--- src/rtl/core/qte_pkg.sv ---
package qte_pkg;

	localparam int QF = 30;
	localparam int QW = 32;
	localparam int AW = 16;
	localparam int CORDIC_STEPS = 16;
	localparam int CNTW = $clog2(CORDIC_STEPS);
	localparam int ACCW = QW + 6;
	localparam int CW = QW + 8;
	localparam int ZW = QF + 6;
	localparam int RADW = 2 * QF + 2;
	localparam int ROOTW = QF + 1;
	localparam int SQCNTW = $clog2(ROOTW);
	localparam int THRW = 15;
	localparam int SECW = 16;
	localparam int CFGW = 16;
	localparam int SH = 33 - AW;
	localparam int RW = ZW - SH;
	localparam int PCW = 5;

	localparam logic signed [ZW-1:0] PI_Q = ZW'(64'sd3373259426);
	localparam logic signed [RW-1:0] AMAX = RW'((64'sd1 <<< (AW - 1)) - 1);
	localparam logic signed [RW-1:0] AMIN = ~AMAX;

	localparam logic [0:0] CFG_SETTLE = 1'b0;
	localparam logic [0:0] CFG_LIMIT = 1'b1;

	localparam logic [1:0] C_W = 2'd0;
	localparam logic [1:0] C_X = 2'd1;
	localparam logic [1:0] C_Y = 2'd2;
	localparam logic [1:0] C_Z = 2'd3;

	localparam logic [PCW-1:0] MC_EULER = PCW'(16);
	localparam logic [PCW-1:0] MC_LAST = PCW'(26);

	typedef struct packed {
		logic signed [QW-1:0] quat_w;
		logic signed [QW-1:0] quat_x;
		logic signed [QW-1:0] quat_y;
		logic signed [QW-1:0] quat_z;
		logic [SECW-1:0] elapsed_seconds;
	} in_item_t;

	typedef struct packed {
		logic signed [AW-1:0] yaw;
		logic signed [AW-1:0] pitch;
		logic signed [AW-1:0] roll;
		logic signed [QW-1:0] out_w;
		logic signed [QW-1:0] out_x;
		logic signed [QW-1:0] out_y;
		logic signed [QW-1:0] out_z;
	} out_item_t;

	typedef struct packed {
		logic signed [QW-1:0] w;
		logic signed [QW-1:0] x;
		logic signed [QW-1:0] y;
		logic signed [QW-1:0] z;
	} quat_t;

	typedef enum logic [1:0] {BK_T, BK_Q, BK_E, BK_S} bank_t;

	typedef enum logic [3:0] {
		D_E0, D_E1, D_E2, D_E3, D_YY, D_YX, D_SS, D_RY, D_RX, D_RAD
	} dst_t;

	typedef struct packed {
		bank_t a_bk;
		logic [1:0] a_ix;
		bank_t b_bk;
		logic [1:0] b_ix;
		logic neg;
		logic first;
		logic wr;
		dst_t dst;
	} mc_t;

	typedef enum logic [1:0] {CSEL_YAW, CSEL_ROLL, CSEL_PITCH} csel_t;

	typedef enum logic [3:0] {
		S_IDLE, S_MC, S_DRAIN, S_YAW_GO, S_YAW_RUN, S_ROLL_GO, S_ROLL_RUN,
		S_SQ_WAIT, S_PIT_GO, S_PIT_RUN, S_FIN
	} state_t;

	typedef struct packed {
		logic load;
		logic mc_vld;
		mc_t mc;
		logic cord_start;
		csel_t csel;
		logic sqrt_start;
		logic ang_wr;
		logic fin;
	} cmd_t;

	typedef struct packed {
		logic cal;
		logic cord_busy;
		logic sq_busy;
		logic out_free;
	} sts_t;

	function automatic mc_t mk(input bank_t ab, input logic [1:0] ai, input bank_t bb,
			input logic [1:0] bi, input logic ng, input logic fs, input logic wr,
			input dst_t d);
		mc_t m;
		m.a_bk = ab;
		m.a_ix = ai;
		m.b_bk = bb;
		m.b_ix = bi;
		m.neg = ng;
		m.first = fs;
		m.wr = wr;
		m.dst = d;
		return m;
	endfunction

	// Steps 0 to 15 form tare * q; steps 16 to 25 the Euler terms; the last squares s.
	function automatic mc_t mc_rom(input logic [PCW-1:0] pc);
		mc_t m;
		case (pc)
			5'd0: m = mk(BK_T, C_W, BK_Q, C_W, 1'b0, 1'b1, 1'b0, D_E0);
			5'd1: m = mk(BK_T, C_X, BK_Q, C_X, 1'b1, 1'b0, 1'b0, D_E0);
			5'd2: m = mk(BK_T, C_Y, BK_Q, C_Y, 1'b1, 1'b0, 1'b0, D_E0);
			5'd3: m = mk(BK_T, C_Z, BK_Q, C_Z, 1'b1, 1'b0, 1'b1, D_E0);
			5'd4: m = mk(BK_T, C_W, BK_Q, C_X, 1'b0, 1'b1, 1'b0, D_E1);
			5'd5: m = mk(BK_T, C_X, BK_Q, C_W, 1'b0, 1'b0, 1'b0, D_E1);
			5'd6: m = mk(BK_T, C_Y, BK_Q, C_Z, 1'b0, 1'b0, 1'b0, D_E1);
			5'd7: m = mk(BK_T, C_Z, BK_Q, C_Y, 1'b1, 1'b0, 1'b1, D_E1);
			5'd8: m = mk(BK_T, C_W, BK_Q, C_Y, 1'b0, 1'b1, 1'b0, D_E2);
			5'd9: m = mk(BK_T, C_X, BK_Q, C_Z, 1'b1, 1'b0, 1'b0, D_E2);
			5'd10: m = mk(BK_T, C_Y, BK_Q, C_W, 1'b0, 1'b0, 1'b0, D_E2);
			5'd11: m = mk(BK_T, C_Z, BK_Q, C_X, 1'b0, 1'b0, 1'b1, D_E2);
			5'd12: m = mk(BK_T, C_W, BK_Q, C_Z, 1'b0, 1'b1, 1'b0, D_E3);
			5'd13: m = mk(BK_T, C_X, BK_Q, C_Y, 1'b0, 1'b0, 1'b0, D_E3);
			5'd14: m = mk(BK_T, C_Y, BK_Q, C_X, 1'b1, 1'b0, 1'b0, D_E3);
			5'd15: m = mk(BK_T, C_Z, BK_Q, C_W, 1'b0, 1'b0, 1'b1, D_E3);
			5'd16: m = mk(BK_E, C_W, BK_E, C_W, 1'b0, 1'b1, 1'b0, D_YX);
			5'd17: m = mk(BK_E, C_X, BK_E, C_X, 1'b0, 1'b0, 1'b1, D_YX);
			5'd18: m = mk(BK_E, C_X, BK_E, C_Y, 1'b0, 1'b1, 1'b0, D_YY);
			5'd19: m = mk(BK_E, C_W, BK_E, C_Z, 1'b1, 1'b0, 1'b1, D_YY);
			5'd20: m = mk(BK_E, C_X, BK_E, C_Z, 1'b0, 1'b1, 1'b0, D_SS);
			5'd21: m = mk(BK_E, C_W, BK_E, C_Y, 1'b0, 1'b0, 1'b1, D_SS);
			5'd22: m = mk(BK_E, C_Y, BK_E, C_Z, 1'b0, 1'b1, 1'b0, D_RY);
			5'd23: m = mk(BK_E, C_W, BK_E, C_X, 1'b1, 1'b0, 1'b1, D_RY);
			5'd24: m = mk(BK_E, C_W, BK_E, C_W, 1'b0, 1'b1, 1'b0, D_RX);
			5'd25: m = mk(BK_E, C_Z, BK_E, C_Z, 1'b0, 1'b0, 1'b1, D_RX);
			5'd26: m = mk(BK_S, C_W, BK_S, C_W, 1'b0, 1'b1, 1'b1, D_RAD);
			default: m = mk(BK_E, C_W, BK_E, C_W, 1'b0, 1'b1, 1'b0, D_E0);
		endcase
		return m;
	endfunction

	function automatic logic [29:0] atan_tab(input logic [4:0] i);
		logic [29:0] v;
		case (i)
			5'd0: v = 30'd843314856;
			5'd1: v = 30'd497837829;
			5'd2: v = 30'd263043836;
			5'd3: v = 30'd133525158;
			5'd4: v = 30'd67021686;
			5'd5: v = 30'd33543515;
			5'd6: v = 30'd16775850;
			5'd7: v = 30'd8388437;
			5'd8: v = 30'd4194282;
			5'd9: v = 30'd2097149;
			5'd10: v = 30'd1048575;
			5'd11: v = 30'd524287;
			5'd12: v = 30'd262143;
			5'd13: v = 30'd131071;
			5'd14: v = 30'd65535;
			5'd15: v = 30'd32767;
			5'd16: v = 30'd16383;
			5'd17: v = 30'd8191;
			5'd18: v = 30'd4095;
			5'd19: v = 30'd2047;
			5'd20: v = 30'd1023;
			5'd21: v = 30'd511;
			5'd22: v = 30'd255;
			5'd23: v = 30'd127;
			5'd24: v = 30'd63;
			5'd25: v = 30'd31;
			5'd26: v = 30'd15;
			5'd27: v = 30'd7;
			5'd28: v = 30'd3;
			5'd29: v = 30'd1;
			default: v = 30'd0;
		endcase
		return v;
	endfunction

	// Round half up to the angle format, then saturate.
	function automatic logic signed [AW-1:0] to_angle(input logic signed [ZW-1:0] z);
		logic signed [ZW-1:0] t;
		logic signed [RW-1:0] r;
		logic signed [AW-1:0] a;
		t = z + (ZW'(1) <<< (SH - 1));
		r = RW'(t >>> SH);
		if (r > AMAX)
			a = AW'(AMAX);
		else if (r < AMIN)
			a = AW'(AMIN);
		else
			a = AW'(r);
		return a;
	endfunction

endpackage

--- src/rtl/core/qte_ctrl.sv ---
module qte_ctrl import qte_pkg::*; (
	input logic clk,
	input logic arst_n,
	input logic in_valid,
	output logic in_stall,
	input sts_t sts,
	output cmd_t cmd
);

	state_t state_q, state_nxt;
	logic [PCW-1:0] pc_q;
	logic accept;

	assign accept = in_valid && (state_q == S_IDLE);
	assign in_stall = (state_q != S_IDLE);

	always_ff @(posedge clk or negedge arst_n) begin
		if (!arst_n) begin
			state_q <= S_IDLE;
			pc_q <= '0;
		end else begin
			state_q <= state_nxt;
			if (accept)
				pc_q <= sts.cal ? '0 : MC_EULER;
			else if (state_q == S_MC)
				pc_q <= pc_q + 1'b1;
		end
	end

	always_comb begin
		state_nxt = state_q;
		case (state_q)
			S_IDLE: if (in_valid) state_nxt = S_MC;
			S_MC: if (pc_q == MC_LAST) state_nxt = S_DRAIN;
			S_DRAIN: state_nxt = S_YAW_GO;
			S_YAW_GO: state_nxt = S_YAW_RUN;
			S_YAW_RUN: if (!sts.cord_busy) state_nxt = S_ROLL_GO;
			S_ROLL_GO: state_nxt = S_ROLL_RUN;
			S_ROLL_RUN: if (!sts.cord_busy) state_nxt = S_SQ_WAIT;
			S_SQ_WAIT: if (!sts.sq_busy) state_nxt = S_PIT_GO;
			S_PIT_GO: state_nxt = S_PIT_RUN;
			S_PIT_RUN: if (!sts.cord_busy) state_nxt = S_FIN;
			S_FIN: if (!sts.cal || sts.out_free) state_nxt = S_IDLE;
			default: state_nxt = S_IDLE;
		endcase
	end

	always_comb begin
		cmd = '0;
		cmd.load = accept;
		cmd.mc = mc_rom(pc_q);
		cmd.csel = CSEL_YAW;
		case (state_q)
			S_MC: cmd.mc_vld = 1'b1;
			S_YAW_GO: begin
				cmd.cord_start = 1'b1;
				cmd.sqrt_start = 1'b1;
			end
			S_YAW_RUN: cmd.ang_wr = !sts.cord_busy;
			S_ROLL_GO: begin
				cmd.cord_start = 1'b1;
				cmd.csel = CSEL_ROLL;
			end
			S_ROLL_RUN: begin
				cmd.csel = CSEL_ROLL;
				cmd.ang_wr = !sts.cord_busy;
			end
			S_PIT_GO: begin
				cmd.cord_start = 1'b1;
				cmd.csel = CSEL_PITCH;
			end
			S_PIT_RUN: begin
				cmd.csel = CSEL_PITCH;
				cmd.ang_wr = !sts.cord_busy;
			end
			S_FIN: cmd.fin = !sts.cal || sts.out_free;
			default: ;
		endcase
	end

endmodule
--- config.mk ---
export PLATFORM = sky130hd
export DESIGN_NAME = qte_ctrl
export DESIGN_NICKNAME = d
export VERILOG_FILES = /design/src/rtl/core/qte_pkg.sv /design/src/rtl/core/qte_ctrl.sv
export SDC_FILE = /design/constraint.sdc
export NUM_CORES = 1
export LEC_CHECK = 0
export ABC_CLOCK_PERIOD_IN_PS = 4000
export BUFFER_PORTS_ARGS = -buffer_cell sky130_fd_sc_hd__buf_2
export CORE_MARGIN = 10
export CORE_UTILIZATION = 57
export CTS_BUF_LIST = sky130_fd_sc_hd__clkbuf_4 sky130_fd_sc_hd__clkbuf_8
export DETAILED_ROUTE_END_ITERATION = 6
export PLACE_DENSITY_LB_ADDON = 0.1
export SETUP_SLACK_MARGIN = 0.02
export SYNTH_ARGS = -nofsm -noshare
export SYNTH_HDL_FRONTEND = slang
export SYNTH_SLANG_ARGS = --single-unit
--- constraint.sdc ---
create_clock -name clk -period 4 [get_ports clk]
set_clock_uncertainty 0.15 [all_clocks]
set_input_delay 0.4 -clock clk [delete_from_list [all_inputs] [get_ports clk]]
set_output_delay 0.4 -clock clk [all_outputs]
set_load 0.01 [all_outputs]
==> flow_summary_export.csv <==
group,metric,value,unit
synth,synth_ff_type,"dfrtp_1",
placement,place_area,1170,um^2
placement,preCtsSetupSlack,1.67,ns
setup_path,cp-start-kind,"flop",
sta,hold-worst-slack,0.230,ns
die,chipWidth,62.8,um
synth,synthTopCellsByArea,"dfrtp_1, ha_1, nand2_1",
synth,yosysMostFrequentCell,"nand2_1",
detailed_routing,ant_nets,0,
sta,relSlewSlack,62.1,%
detailed_routing,wire_per_inst,14.3,um
synth,synth_edf_count,0,
setup_path,critPathMaxFanout,9,
synth,synth-seq-cells,9,
synth,syn_nets,153,
global_routing,grt_max_degree,22,
synth,ys_seq_area_share,21.5,%
finish,layout-drive-gt1-share,25.9,%
worst_hold_path,min_from,"sts[1]",
sta,finalCritPeriodShare,65.2,%
synth,synth.avg_cell_area,7.69,um^2
setup_path,path_class,"reg -> out",
run,maxCapViolCount,0,
setup_path,path_buf_inv,2,
global_routing,grtUsageTotal,12.7,%
synth,syn-cell-area,1050,um^2
cts,cts_tree,"built",
cts,cts.htree.levels,1,
detailed_routing,drc_errors,0,
setup_path,cp-startpoint,"pc_q[0]",
setup_path,timing.rr.start,"state_q[1]",
setup_path,cp_slowest_cell,"dfrtp_1",
placement,io_buffers,30,
sta,rsz0062_at_grt,"no",
power_and_ir_drop,p_per_area,826,nW/um^2
finish,fin_area,1210,um^2
sta,setup_ws,1.39,ns
die,fp.dieH,62.8,um
setup_path,max_stage_delay,0.50,ns
setup_path,path_cells,"inv_1 -> ha_1 -> or2_2 -> mux4_2 -> buf_2",
detailed_routing,drt_iter0_drc,38,
finish,final_cells,183,
die,core_region_area,1730,um^2
die,start_util,60.6,%
setup_path,cpLargestDelayFamily,"flip-flops",
detailed_routing,num_vias,1032,
synth,ys_top_cells_by_count,"nand2_1, inv_1, ha_1",
detailed_routing,dr.pass1.iters,4,
sta,worst_pin_slew,0.568,ns
detailed_routing,routed_wl,2.62,mm
setup_path,crit_arrival,2.06,ns
setup_path,critical_path_required,3.45,ns
sta,setup-violations-final,0,
finish,postLayoutCoreUtil,69.9,%
placement,gp_congestion,0.875,
cts,cts_buffer_depth,2,
cts,cts_setup_buffers,0,
global_routing,grt_pass1_vias,977,
placement,dp_hpwl,2.01,mm
synth,synth_warnings,0,
global_routing,grt_pass1_wl,4.38,mm
cts,tritoncts.num_buffers,3,
global_routing,grt.overflow.total,0,
sta,timing.fmax,384,MHz
global_routing,antenna_found_initial,0,
cts,clk_latency,0.26,ns
detailed_routing,viasPerCell,5.64,
finish,antenna_cells,0,
setup_path,cp-end-kind,"output pin",
power_and_ir_drop,vdd_ir_drop_max,0.509,mV
die,ioPinCount,31,
die,die_area,3950,um^2
sta,period_minus_slack,2.61,ns
synth,synth_cell_types,40,
cts,cts_num_sinks,9,
synth,synthArstFlopShare,100,%
placement,dp_cells,178,
finish,synthToLayoutAreaGrowth,15.3,%
finish,fill_cells,150,
sta,setup_tns,0,ns
cts,cts_resized,0,
outcome,status,"completed",
synth,postSynthCellCount,136,
synth,yosys.area.top_type,"dfrtp_1",
sta,slew_viol_final,0,
synth,synth_top_area_share,21.5,%
cts,path_clk_slew,0.06,ns
worst_hold_path,hold_path_class,"in -> reg",
power_and_ir_drop,power.leakage,0.591,nW
power_and_ir_drop,power,0.996,mW
finish,fin_nets,176,
cts,cts-root-buf,"clkbuf_4",
sta,hold_viol_final,0,
die,row_count,15,
## state kept, by name (all words and copies together), names as in the netlist
| signal | count |
|---|---|
| state_q | 4 |
| pc_q | 5 |
## logic make-up (layout without fill, tap and decap cells)
logic type	after synthesis	after routing	share of synthesized area [%]
muxes	4	4	6.46
DFF	9	9	21.5
AOI/OAI and AO/OA	31	31	20.1
and+or+nand+nor	55	55	28.1
xor gates and xnor gates	2	2	1.67
buffers and inverters	25	47	10.2
adders and majority gates	10	10	12.0
## cells in the final DEF (no fill, tap or decap), drive strengths merged, types with 3 or more instances in the layout
cell     Yosys  final
o21ai        7      7
clkbuf       7      4
nand2       17     17
or2          3      3
a21oi        6      6
dfrtp        9      9
nand2b       6      6
nand4        3      3
buf          6     30
a2bb2oi      4      4
inv         12     12
ha          10     10
nor2         7      7
nor2b        6      6
## area by class of cell
| class | count | area [um^2] | share of cell area, % |
|---|---|---|---|
| flip-flops and latches | 9 | 225 | 18.7 |
| inverters | 12 | 45.0 | 3.73 |
| well taps | 25 | 31.3 | 2.59 |
| multi-input cells | 102 | 714 | 59.2 |
| clock buffers | 4 | 30.0 | 2.49 |
| repair buffers | 31 | 160 | 13.3 |
## metal layers
metal,vias up,share of wire [%],routed length (um),track usage (%)
li1,517,-,-,-
met1,481,45,1190,15.7
met2,32,46,1200,20.4
met3,2,8.4,219,5.73
met4,0,0.38,10,1.12
met5,-,0,0,0
## path summary, 6_finish.rpt
path                            slack (ns)          to  cells past startpoint
worst max-delay path                  1.39     cmd[13]                      5
worst min-delay path                  0.23  state_q[3]                      2
worst max register to register        1.93     pc_q[3]                      3
worst min register to register        0.51     pc_q[0]                      2
max in group asynchronous             3.15     pc_q[3]                      2
min in group asynchronous             0.37     pc_q[4]                      2
## what timing repair did
item                       CTS  global route
setup endpoints to repair    0             0
hold endpoints to repair     9             0
hold buffers                 1             0
## where the power goes
group | switching [mW] | total (mW) | internal, mW
logic | 0.327 | 0.647 | 0.320
clock network | 0.0329 | 0.0782 | 0.0453
registers | 0.141 | 0.270 | 0.129
(Power assumes the default switching activity.)
